==> src/rtl/core/mas_pkg.sv <==
// Shared constants, codes and result types of the macro argument splitter.
`timescale 1ns / 1ps
`default_nettype none

package mas_pkg;

	localparam int BUFFER_BYTES = 4096;
	localparam int MAX_PARAMS   = 32;
	localparam int MAX_NEST     = 16;

	localparam int BYTES_W = $clog2(BUFFER_BYTES + 1);
	localparam int PIDX_W  = (MAX_PARAMS > 1) ? $clog2(MAX_PARAMS) : 1;
	localparam int DEPTH_W = $clog2(MAX_NEST + 1);
	localparam int NEST_IW = (MAX_NEST > 1) ? $clog2(MAX_NEST) : 1;

	localparam int QUEUE_DEPTH = 4;
	localparam int QUEUE_AW    = $clog2(QUEUE_DEPTH);
	localparam int QUEUE_CW    = $clog2(QUEUE_DEPTH + 1);

	localparam logic [7:0] CH_LPAREN = 8'h28;
	localparam logic [7:0] CH_RPAREN = 8'h29;
	localparam logic [7:0] CH_LBRACE = 8'h7B;
	localparam logic [7:0] CH_RBRACE = 8'h7D;
	localparam logic [7:0] CH_LSQUARE = 8'h5B;
	localparam logic [7:0] CH_RSQUARE = 8'h5D;
	localparam logic [7:0] CH_COMMA  = 8'h2C;
	localparam logic [7:0] CH_SLASH  = 8'h2F;
	localparam logic [7:0] CH_STAR   = 8'h2A;
	localparam logic [7:0] CH_BSLASH = 8'h5C;
	localparam logic [7:0] CH_LF     = 8'h0A;
	localparam logic [7:0] CH_SPACE  = 8'h20;
	localparam logic [7:0] CH_TAB    = 8'h09;
	localparam logic [7:0] CH_VT     = 8'h0B;
	localparam logic [7:0] CH_FF     = 8'h0C;
	localparam logic [7:0] CH_CR     = 8'h0D;
	localparam logic [7:0] CH_DQUOTE = 8'h22;
	localparam logic [7:0] CH_SQUOTE = 8'h27;

	typedef enum logic [1:0] {
		KIND_CHAR,
		KIND_PARAM,
		KIND_CALL,
		KIND_NOTE
	} kind_t;

	typedef enum logic [2:0] {
		ERR_NONE,
		ERR_UNBALANCED,
		ERR_NL_STRING,
		ERR_UNTERMINATED,
		ERR_OVERFLOW,
		ERR_TOO_MANY,
		ERR_NESTING,
		ERR_MISMATCH
	} err_t;

	typedef struct packed {
		logic [7:0] ch;
		kind_t      kind;
		err_t       err;
		logic [5:0] total;
		logic       newline;
		logic       last;
	} res_t;

	typedef struct packed {
		logic [1:0]     cnt;
		res_t [1:0]     item;
	} push_t;

endpackage

`default_nettype wire

==> src/rtl/core/mas_front.sv <==
// Scanner front end: accepts characters, tracks nesting and modes, forms results.
`timescale 1ns / 1ps
`default_nettype none

module mas_front (
	input  wire logic                 clk,
	input  wire logic                 arst_n,
	input  wire logic                 accept,
	input  wire logic [7:0]           in_char,
	input  wire logic                 end_of_input,
	input  wire logic [5:0]           expected_params,
	input  wire logic                 match_all,
	output mas_pkg::push_t            push
);

	typedef enum logic [2:0] {
		M_NORMAL,
		M_SLASH,
		M_COMMENT,
		M_STAR,
		M_STRING,
		M_ESCAPE
	} mode_t;

	typedef enum logic [1:0] {
		BR_PAREN,
		BR_BRACE,
		BR_SQUARE
	} bracket_t;

	typedef enum logic [2:0] {
		POST_NONE,
		POST_POP,
		POST_PUSH,
		POST_STRING,
		POST_NORMAL,
		POST_ESCAPE,
		POST_NLSTR
	} post_t;

	mode_t                      mode_q, mode_n, eff_mode;
	logic [mas_pkg::DEPTH_W-1:0] depth_q, depth_n;
	logic [mas_pkg::PIDX_W-1:0]  pidx_q, pidx_n;
	logic [mas_pkg::BYTES_W-1:0] bytes_q, bytes_n;
	logic                        qdbl_q, qdbl_n;
	logic                        fnb_q, fnb_n;
	logic [1:0]                  stack_q [mas_pkg::MAX_NEST];

	logic [mas_pkg::NEST_IW-1:0] top_idx, push_idx;
	logic [7:0]                  top_close;
	logic                        is_closer;
	logic                        is_opener;
	bracket_t                    open_kind;
	logic                        push_en;

	logic                        newline;
	logic                        end_req;
	mas_pkg::err_t               end_code;
	logic                        copy_req;
	logic [7:0]                  copy_ch;
	post_t                       post;
	logic                        note1;
	logic                        param_req;
	logic [5:0]                  total;
	mas_pkg::err_t               call_err;
	logic [7:0]                  quote_ch;
	mas_pkg::res_t [1:0]         res;
	logic [1:0]                  cnt;

	function automatic logic is_blank(input logic [7:0] c);
		return c == mas_pkg::CH_SPACE || c == mas_pkg::CH_TAB || c == mas_pkg::CH_VT ||
			c == mas_pkg::CH_FF || c == mas_pkg::CH_CR;
	endfunction

	function automatic mas_pkg::res_t make_res(input mas_pkg::kind_t kind,
		input logic [7:0] ch, input mas_pkg::err_t err, input logic [5:0] tot,
		input logic nl);
		mas_pkg::res_t r;
		r.ch      = ch;
		r.kind    = kind;
		r.err     = err;
		r.total   = tot;
		r.newline = nl;
		r.last    = 1'b0;
		return r;
	endfunction

	function automatic logic [7:0] closer_of(input logic [1:0] kind);
		logic [7:0] c;
		case (bracket_t'(kind))
			BR_BRACE:  c = mas_pkg::CH_RBRACE;
			BR_SQUARE: c = mas_pkg::CH_RSQUARE;
			default:   c = mas_pkg::CH_RPAREN;
		endcase
		return c;
	endfunction

	assign top_idx  = mas_pkg::NEST_IW'(depth_q - 1'b1);
	assign push_idx = mas_pkg::NEST_IW'(depth_q);
	assign top_close = (depth_q != '0) ? closer_of(stack_q[top_idx]) : mas_pkg::CH_RPAREN;
	assign is_closer = in_char == mas_pkg::CH_RPAREN ||
		(match_all && (in_char == mas_pkg::CH_RBRACE || in_char == mas_pkg::CH_RSQUARE));
	assign quote_ch = qdbl_q ? mas_pkg::CH_DQUOTE : mas_pkg::CH_SQUOTE;

	always_comb begin
		is_opener = 1'b1;
		open_kind = BR_PAREN;
		if (in_char == mas_pkg::CH_LPAREN) begin
			open_kind = BR_PAREN;
		end else if (match_all && in_char == mas_pkg::CH_LBRACE) begin
			open_kind = BR_BRACE;
		end else if (match_all && in_char == mas_pkg::CH_LSQUARE) begin
			open_kind = BR_SQUARE;
		end else begin
			is_opener = 1'b0;
		end
	end

	always_comb begin
		depth_n  = depth_q;
		mode_n   = mode_q;
		qdbl_n   = qdbl_q;
		pidx_n   = pidx_q;
		fnb_n    = fnb_q;
		bytes_n  = bytes_q;
		push_en  = 1'b0;
		res      = '0;
		cnt      = 2'd0;
		end_req  = 1'b0;
		end_code = mas_pkg::ERR_NONE;
		copy_req = 1'b0;
		copy_ch  = in_char;
		post     = POST_NONE;
		note1    = 1'b0;
		param_req = 1'b0;
		total    = '0;
		call_err = mas_pkg::ERR_NONE;
		newline  = !end_of_input && in_char == mas_pkg::CH_LF;
		eff_mode = mode_q;

		// A slash that did not open a comment is copied before anything else.
		if (mode_q == M_SLASH && (end_of_input || in_char != mas_pkg::CH_STAR)) begin
			eff_mode = M_NORMAL;
			mode_n   = M_NORMAL;
			if (bytes_n >= mas_pkg::BYTES_W'(mas_pkg::BUFFER_BYTES)) begin
				end_req  = 1'b1;
				end_code = mas_pkg::ERR_OVERFLOW;
			end else begin
				bytes_n = bytes_n + 1'b1;
				if (pidx_n == '0) begin
					fnb_n = 1'b1;
				end
				res[cnt[0]] = make_res(mas_pkg::KIND_CHAR, mas_pkg::CH_SLASH,
					mas_pkg::ERR_NONE, 6'd0, newline);
				cnt = cnt + 2'd1;
			end
		end

		if (!end_req) begin
			if (end_of_input) begin
				end_req  = 1'b1;
				end_code = mas_pkg::ERR_UNTERMINATED;
			end else begin
				unique case (eff_mode)
					M_SLASH: begin
						mode_n = M_COMMENT;
					end
					M_COMMENT: begin
						if (in_char == mas_pkg::CH_STAR) begin
							mode_n = M_STAR;
						end
					end
					M_STAR: begin
						if (in_char == mas_pkg::CH_SLASH) begin
							mode_n = M_NORMAL;
						end else if (in_char != mas_pkg::CH_STAR) begin
							mode_n = M_COMMENT;
						end
					end
					M_STRING: begin
						copy_req = 1'b1;
						if (in_char == quote_ch) begin
							post = POST_NORMAL;
						end else if (in_char == mas_pkg::CH_BSLASH) begin
							post = POST_ESCAPE;
						end else if (in_char == mas_pkg::CH_LF) begin
							copy_ch = quote_ch;
							post    = POST_NLSTR;
						end
					end
					M_ESCAPE: begin
						copy_req = 1'b1;
						post     = POST_STRING;
					end
					default: begin
						mode_n = M_NORMAL;
						if (in_char == top_close) begin
							if (depth_q == '0) begin
								end_req = 1'b1;
							end else begin
								copy_req = 1'b1;
								post     = POST_POP;
							end
						end else if (is_closer) begin
							note1 = 1'b1;
						end else if (is_opener) begin
							if (depth_q >= mas_pkg::DEPTH_W'(mas_pkg::MAX_NEST)) begin
								end_req  = 1'b1;
								end_code = mas_pkg::ERR_NESTING;
							end else begin
								copy_req = 1'b1;
								post     = POST_PUSH;
							end
						end else if (in_char == mas_pkg::CH_LF) begin
							copy_req = 1'b1;
							copy_ch  = mas_pkg::CH_SPACE;
						end else if (in_char == mas_pkg::CH_SLASH) begin
							mode_n = M_SLASH;
						end else if (in_char == mas_pkg::CH_COMMA) begin
							if (depth_q != '0) begin
								copy_req = 1'b1;
							end else if (6'(pidx_q) + 6'd1 >= 6'(mas_pkg::MAX_PARAMS)) begin
								end_req  = 1'b1;
								end_code = mas_pkg::ERR_TOO_MANY;
							end else begin
								param_req = 1'b1;
							end
						end else if (in_char == mas_pkg::CH_DQUOTE ||
							in_char == mas_pkg::CH_SQUOTE) begin
							copy_req = 1'b1;
							post     = POST_STRING;
						end else begin
							copy_req = 1'b1;
						end
					end
				endcase
			end
		end

		if (copy_req) begin
			if (bytes_n >= mas_pkg::BYTES_W'(mas_pkg::BUFFER_BYTES)) begin
				end_req  = 1'b1;
				end_code = mas_pkg::ERR_OVERFLOW;
			end else begin
				bytes_n = bytes_n + 1'b1;
				if (pidx_n == '0 && !is_blank(copy_ch)) begin
					fnb_n = 1'b1;
				end
				res[cnt[0]] = make_res(mas_pkg::KIND_CHAR, copy_ch,
					(post == POST_NLSTR) ? mas_pkg::ERR_NL_STRING : mas_pkg::ERR_NONE,
					6'd0, newline);
				cnt = cnt + 2'd1;
				case (post)
					POST_POP: begin
						depth_n = depth_n - 1'b1;
					end
					POST_PUSH: begin
						push_en = 1'b1;
						depth_n = depth_n + 1'b1;
					end
					POST_STRING: begin
						mode_n = M_STRING;
						if (eff_mode != M_ESCAPE) begin
							qdbl_n = in_char == mas_pkg::CH_DQUOTE;
						end
					end
					POST_NORMAL: begin
						mode_n = M_NORMAL;
					end
					POST_ESCAPE: begin
						mode_n = M_ESCAPE;
					end
					POST_NLSTR: begin
						// The broken string closes one nesting level, or the call at the top.
						mode_n = M_NORMAL;
						if (depth_n != '0) begin
							depth_n = depth_n - 1'b1;
							res[cnt[0]] = make_res(mas_pkg::KIND_NOTE, 8'd0,
								mas_pkg::ERR_UNTERMINATED, 6'd0, newline);
							cnt = cnt + 2'd1;
						end else begin
							end_req  = 1'b1;
							end_code = mas_pkg::ERR_UNTERMINATED;
						end
					end
					default: begin
					end
				endcase
			end
		end

		if (note1) begin
			res[cnt[0]] = make_res(mas_pkg::KIND_NOTE, 8'd0, mas_pkg::ERR_UNBALANCED,
				6'd0, newline);
			cnt = cnt + 2'd1;
		end

		if (param_req) begin
			if (bytes_n >= mas_pkg::BYTES_W'(mas_pkg::BUFFER_BYTES)) begin
				end_req  = 1'b1;
				end_code = mas_pkg::ERR_OVERFLOW;
			end else begin
				bytes_n = bytes_n + 1'b1;
				pidx_n  = pidx_n + 1'b1;
				res[cnt[0]] = make_res(mas_pkg::KIND_PARAM, 8'd0, mas_pkg::ERR_NONE,
					6'd0, newline);
				cnt = cnt + 2'd1;
			end
		end

		if (end_req) begin
			total = (pidx_n == '0 && !fnb_n) ? 6'd0 : 6'(pidx_n) + 6'd1;
			call_err = end_code;
			if (end_code == mas_pkg::ERR_NONE) begin
				if (bytes_n >= mas_pkg::BYTES_W'(mas_pkg::BUFFER_BYTES)) begin
					call_err = mas_pkg::ERR_OVERFLOW;
				end else if (total != expected_params) begin
					call_err = mas_pkg::ERR_MISMATCH;
				end
			end
			res[cnt[0]] = make_res(mas_pkg::KIND_CALL, 8'd0, call_err, total, newline);
			cnt = cnt + 2'd1;
			depth_n = '0;
			mode_n  = M_NORMAL;
			qdbl_n  = 1'b0;
			pidx_n  = '0;
			fnb_n   = 1'b0;
			bytes_n = '0;
		end

		if (cnt == 2'd1) begin
			res[0].last = 1'b1;
		end else if (cnt == 2'd2) begin
			res[1].last = 1'b1;
		end
	end

	always_comb begin
		push.cnt  = accept ? cnt : 2'd0;
		push.item = res;
	end

	always_ff @(posedge clk or negedge arst_n) begin
		if (!arst_n) begin
			mode_q  <= M_NORMAL;
			depth_q <= '0;
			pidx_q  <= '0;
			bytes_q <= '0;
			qdbl_q  <= 1'b0;
			fnb_q   <= 1'b0;
		end else if (accept) begin
			mode_q  <= mode_n;
			depth_q <= depth_n;
			pidx_q  <= pidx_n;
			bytes_q <= bytes_n;
			qdbl_q  <= qdbl_n;
			fnb_q   <= fnb_n;
		end
	end

	always_ff @(posedge clk) begin
		if (accept && push_en) begin
			stack_q[push_idx] <= open_kind;
		end
	end

endmodule

`default_nettype wire

==> src/rtl/core/mas_queue.sv <==
// Result queue between the scanner and the output stage: two writes, one read.
`timescale 1ns / 1ps
`default_nettype none

module mas_queue (
	input  wire logic            clk,
	input  wire logic            arst_n,
	input  wire mas_pkg::push_t  push,
	input  wire logic            pop,
	output mas_pkg::res_t        head,
	output logic                 not_empty,
	output logic                 full
);

	mas_pkg::res_t                 entry_q [mas_pkg::QUEUE_DEPTH];
	logic [mas_pkg::QUEUE_AW-1:0]  wr_q, rd_q, wr_next;
	logic [mas_pkg::QUEUE_CW-1:0]  count_q;

	assign wr_next   = wr_q + 1'b1;
	assign head      = entry_q[rd_q];
	assign not_empty = count_q != '0;
	// Two free slots are kept so that any request can be taken at once.
	assign full      = count_q > mas_pkg::QUEUE_CW'(mas_pkg::QUEUE_DEPTH - 2);

	always_ff @(posedge clk) begin
		if (push.cnt != 2'd0) begin
			entry_q[wr_q] <= push.item[0];
		end
		if (push.cnt == 2'd2) begin
			entry_q[wr_next] <= push.item[1];
		end
	end

	always_ff @(posedge clk or negedge arst_n) begin
		if (!arst_n) begin
			wr_q    <= '0;
			rd_q    <= '0;
			count_q <= '0;
		end else begin
			wr_q    <= wr_q + mas_pkg::QUEUE_AW'(push.cnt);
			rd_q    <= rd_q + mas_pkg::QUEUE_AW'(pop);
			count_q <= count_q + mas_pkg::QUEUE_CW'(push.cnt) - mas_pkg::QUEUE_CW'(pop);
		end
	end

endmodule

`default_nettype wire

==> src/rtl/core/mas_back.sv <==
// Output register that drains the result queue onto the output channel.
`timescale 1ns / 1ps
`default_nettype none

module mas_back (
	input  wire logic            clk,
	input  wire logic            arst_n,
	input  wire mas_pkg::res_t   head,
	input  wire logic            not_empty,
	output logic                 pop,
	input  wire logic            out_stall,
	output logic                 out_valid,
	output mas_pkg::res_t        out_res
);

	logic          valid_q;
	mas_pkg::res_t res_q;

	assign pop       = not_empty && (!valid_q || !out_stall);
	assign out_valid = valid_q;
	assign out_res   = res_q;

	always_ff @(posedge clk or negedge arst_n) begin
		if (!arst_n) begin
			valid_q <= 1'b0;
		end else if (!valid_q || !out_stall) begin
			valid_q <= not_empty;
		end
	end

	always_ff @(posedge clk) begin
		if (pop) begin
			res_q <= head;
		end
	end

endmodule

`default_nettype wire

==> src/rtl/core/macro_argument_splitter.sv <==
// Top level of the macro argument splitter: scanner, result queue and output stage.
`timescale 1ns / 1ps
`default_nettype none

// Channel   Direction  Handshake              Payload
// input     in         in_valid / in_stall    in_char, end_of_input, expected_params
// output    out        out_valid / out_stall  out_char, item_kind, error_code,
//                                             param_total, newline_seen, last_of_run
// config    in         cfg_we                 cfg_wdata (match_all_brackets)
//
// Unless stalled, the scanner takes one character request per cycle and turns it
// into zero, one or two results in that same cycle; the bracket stack is read and
// written in one step. The output stage sends one result per unstalled cycle, so
// sustained rate is one request per cycle while each request gives at most one
// result, and a two-result request lowers it. A four-entry result queue parts the
// sides: in_stall rises only with fewer than two slots free. Reset clears all scan
// state and sets bracket matching to all three kinds; there is no clearing pass.

module macro_argument_splitter (
	input  wire logic        clk,
	input  wire logic        arst_n,
	input  wire logic        in_valid,
	output logic             in_stall,
	input  wire logic [7:0]  in_char,
	input  wire logic        end_of_input,
	input  wire logic [5:0]  expected_params,
	output logic             out_valid,
	input  wire logic        out_stall,
	output logic [7:0]       out_char,
	output logic [1:0]       item_kind,
	output logic [2:0]       error_code,
	output logic [5:0]       param_total,
	output logic             newline_seen,
	output logic             last_of_run,
	input  wire logic        cfg_we,
	input  wire logic        cfg_wdata
);

	logic              match_all_q;
	logic              accept;
	logic              full;
	logic              not_empty;
	logic              pop;
	mas_pkg::push_t    push;
	mas_pkg::res_t     head;
	mas_pkg::res_t     out_res;

	// Write the bracket mode register only while no request is in flight; unchecked.
	always_ff @(posedge clk or negedge arst_n) begin
		if (!arst_n) begin
			match_all_q <= 1'b1;
		end else if (cfg_we) begin
			match_all_q <= cfg_wdata;
		end
	end

	// Stall depends only on queue occupancy, never on in_valid.
	assign in_stall = full;
	assign accept   = in_valid && !full;

	mas_front u_front (
		.clk             (clk),
		.arst_n          (arst_n),
		.accept          (accept),
		.in_char         (in_char),
		.end_of_input    (end_of_input),
		.expected_params (expected_params),
		.match_all       (match_all_q),
		.push            (push)
	);

	mas_queue u_queue (
		.clk       (clk),
		.arst_n    (arst_n),
		.push      (push),
		.pop       (pop),
		.head      (head),
		.not_empty (not_empty),
		.full      (full)
	);

	mas_back u_back (
		.clk       (clk),
		.arst_n    (arst_n),
		.head      (head),
		.not_empty (not_empty),
		.pop       (pop),
		.out_stall (out_stall),
		.out_valid (out_valid),
		.out_res   (out_res)
	);

	assign out_char     = out_res.ch;
	assign item_kind    = out_res.kind;
	assign error_code   = out_res.err;
	assign param_total  = out_res.total;
	assign newline_seen = out_res.newline;
	assign last_of_run  = out_res.last;

endmodule

`default_nettype wire

==> config.mk <==
export PLATFORM = sky130hd
export DESIGN_NAME = macro_argument_splitter
export DESIGN_NICKNAME = d
export VERILOG_FILES = /design/src/rtl/core/mas_pkg.sv /design/src/rtl/core/mas_front.sv /design/src/rtl/core/mas_queue.sv /design/src/rtl/core/mas_back.sv /design/src/rtl/core/macro_argument_splitter.sv
export SDC_FILE = /design/constraint.sdc
export NUM_CORES = 1
export LEC_CHECK = 0
export BUFFER_PORTS_ARGS = -buffer_cell sky130_fd_sc_hd__buf_2
export CAP_MARGIN = 30
export CORE_MARGIN = 2
export CORE_UTILIZATION = 50
export DETAILED_ROUTE_END_ITERATION = 7
export GPL_TIMING_DRIVEN = 0
export PLACE_DENSITY = 0.77
export SLEW_MARGIN = 20
export SYNTH_ARGS = -nofsm -noshare
export SYNTH_HDL_FRONTEND = slang
export SYNTH_SLANG_ARGS = --single-unit
==> constraint.sdc <==
create_clock -name clk -period 19.4 [get_ports clk]
set_input_delay 3.88 -clock clk [delete_from_list [all_inputs] [get_ports clk]]
set_output_delay 3.88 -clock clk [all_outputs]
set_load 0.02 [all_outputs]
==> impl_metrics.toml <==
[status]
outcome = "complete, no violations"

[floorplanning]
fp.dieH_um = 153.3
die-area_um2 = 23490
rows = 54
start_util_pct = 51.04
io_pins = 44
die_w_um = 153.3
core_um2 = 21820

[timing]
layout_setup_ws_ns = 10.42
rsz0062_at_grt = "false"
slew-limit-headroom_pct = 37.92
fmax_mhz = 111.4
slew_viol_final = 0
setup_viol_count_final = 0
finalClockSkew_ns = 0.01534
fin_tns_setup_ns = 0
finalCriticalPeriod_ns = 8.976
period_share_pct = 46.27
worst_slew_pin_slew_ns = 0.9240
hold_violations = 0

[logic_synthesis]
synth_top_cell_by_area = "edfxtp_1"
synthAdderAreaFrac_pct = 2.875
ys_async_sr_fraction_pct = 21.26
synth-compound-area-share_pct = 16.35
synth_cell_types = 104
synth_edf_count = 137
synth_warnings = 0
syn_avg_cell_area_um2 = 10.40
synth_top_area_share_pct = 36.93
syn-instance-count = 1071
synthMuxAreaShare_pct = 8.840
dominantRegCellSynth = "edfxtp_1"
synth-simple-area-share_pct = 19.04
synth_xor_area_share_pct = 3.987
synth_nets = 1117
synth_seq_area_share_pct = 45.25
syn_area_um2 = 11140
synth_seq_cells = 174
synthTopCellsByArea = "edfxtp_1 37%, dfrtp_1 8.1%, mux4_2 6.3%, nor2_1 4.2%, nand2_1 3.3%"
synth_top_family_by_area = "simple AND/OR/NAND/NOR gates"

[critical_path]
crit_path_max_fanout = 10
crit_end = "u_queue.entry_q[0][9]$_DFFE_PP_"
arrival_ns = 9.14
worstSetupEndpointType = "register"
reg2reg_depth = 20
cp.required_ns = 19.57
r2r_end = "u_queue.entry_q[3][20]$_DFFE_PP_"
r2r_slack_ns = 11.58
r2r_start = "u_front.depth_q[0]$_DFFE_PN0P_"
critPathLaunch = "in_char[1]"
start_kind = "input port"
path_class = "input port to register"

[cells_and_area]
areaGrowthSynthToFinish_pct = 11.75
n_fill_cell = 1828
fin_util_pct = 57.04
multi_input_area_um2 = 5728
area.sequential_um2 = 5041
final_nets = 1187
final_area_um2 = 12450
drive_gt1_share_pct = 16.29
insertedDiodeCount = 0

[drt]
ant_nets = 0
first_iter_violations = 1013
met1Wirelength_um = 12070
wl_met2_um = 14590
drt-pass1-iter-count = 7
drc = 0
dr.max_layer_used = "met4"
route.met3.wl_um = 2487
vias = 9209
wirelength_um = 30430
via_per_inst = 6.422
wl_per_cell_um = 21.22

[global_routing]
grt.total_usage_pct = 25.90
grt_pass1_wl_um = 47960
grt_pass1_vias = 8936
antenna_found_initial = 0
grt.overflow.total = 0
grt_max_degree = 29

[clocking]
cts_buffer_depth = 2
cts_setup_buffers = 0
hold_buffers = 0
cts_inserted_buffers = 17
cts_max_level = 4
clkLatencyLatePin_ns = 0.44
cts_sinks = 174
ctsResizeCount = 0
root_buffer = "clkbuf_16"
clk_pin_slew_worst_paths_ns = 0.07
cts_tree = "done"

[placed_design]
dp_slack_ns = 10.08
gp_congestion = 0.9330
port_buffers = 43
dpl_cell_area_um2 = 11820
hpwl_um = 21830

[job]
maxCapViolations = 0

[pwr]
ir_worst_vdd_mv = 0.08060
power_mw = 1.515
power.density_nw_per_um2 = 121.7
p_leak_nw = 4.462

[hold_path]
hold_path.class = "register to register"
## final cells by class
class                           instances  area share [%]
Clock buffer                           19           3.478
Multi-Input combinational cell        798           46.01
Timing Repair Buffer                   51           2.714
Buffer                                 68           2.332
Sequential cell                       174           40.50
Clock inverter                         13           1.216
Inverter                               31          0.9348
Tap cell                              280           2.814
## state kept, by name (all words and copies together) (netlist names), 2 cells and up
signal and cells:
u_front.bytes_q 13, u_front.depth_q 5, u_queue.count_q 3, u_queue.rd_q 2
u_front.stack_q 32, u_front.pidx_q 5, u_queue.entry_q 84, u_back.out_res 21
u_front.mode_q 3, u_queue.wr_q 2
## worst max-delay path, cell delays in order
cell and delay [ns]:
buf_2 0.11, clkbuf_1 0.34, nand4bb_1 0.50, nor3_4 0.39
o31ai_2 0.22, nor2_1 0.68, nor2_1 0.08, a21oi_1 0.27
inv_1 0.08, ha_1 0.20, xor2_1 0.45, xnor2_1 0.23
xor2_1 0.18, nand3_1 0.10, a21boi_0 0.22, o22ai_1 0.12
a211oi_2 0.47, o31ai_2 0.18, a21oi_2 0.31, mux2i_1 0.13
## report_power, final
group	switching (mW)	total, mW	leakage (nW)	internal (mW)
registers	0.0288	0.523	1.81	0.494
logic	0.403	0.643	2.38	0.241
clock network	0.157	0.350	0.277	0.193
## logic make-up after synthesis
family	count (synthesis)
and+or+nand+nor	412
AOI/OAI and AO/OA	254
DFF	174
buffers and inverters	99
muxes	58
xor gates and xnor gates	49
adders and majority gates	25
## cells in the mapped netlist (17+ instances only)
library cell / n
o21ai_0: 38
dfrtp_1: 36
nand3_1: 34
mux4_2: 31
nand2_1: 99
clkbuf_1: 42
xor2_1: 17
mux2i_1: 23
a31oi_1: 19
ha_1: 24
inv_1: 29
a21oi_1: 57
edfxtp_1: 137
nor3_1: 24
xnor2_1: 31
nor2_1: 126
## layer usage
metal	track usage, %	vias up
met1	33.15	4404
met3	4.678	107
met5	0	-
li1	-	4202
met2	42.92	496
met4	11.99	0
## stage by stage
step | instances | hold slack (ns)
floorplan | 1071 | 0.4493
global placement | 1394 | 0.4656
detailed placement | 1398 | 0.4785
CTS | 1430 | 0.4975
global route | 1434 | 0.5339
finish | 1434 | 0.4974
## worst min-delay path by stage
stage                              startpoint  cells after the start                         to  slack (ns)
CTS                 u_front.fnb_q$_DFFE_PN0P_                      2  u_front.fnb_q$_DFFE_PN0P_        0.50
finish              u_front.fnb_q$_DFFE_PN0P_                      2  u_front.fnb_q$_DFFE_PN0P_        0.50
detailed placement  u_front.fnb_q$_DFFE_PN0P_                      2  u_front.fnb_q$_DFFE_PN0P_        0.48
global placement    u_front.fnb_q$_DFFE_PN0P_                      2  u_front.fnb_q$_DFFE_PN0P_        0.47
floorplan           u_front.fnb_q$_DFFE_PN0P_                      2  u_front.fnb_q$_DFFE_PN0P_        0.45
global route        u_queue.wr_q[0]$_DFF_PN0_                      1  u_queue.wr_q[0]$_DFF_PN0_        0.53
## placed cells by master (no fill, tap or decap), drive strengths merged, types with 8 or more instances in the layout
cell type and count:
edfxtp 137, nor2 126, nand2 100, buf 76
clkbuf 62, a21oi 61, o21ai 43, dfrtp 36
inv 36, nand3 34, mux4 31, xnor2 31
nor3 26, ha 24, mux2i 24, a31oi 21
nor4 18, xor2 17, o22ai 15, o31ai 15
and3 12, and2 12, o211ai 12, nor4b 10
or3 9, nor2b 9, a21o 9, a21boi 9
or2 9, nand2b 8, nand4 8
(Power assumes the default switching activity.)
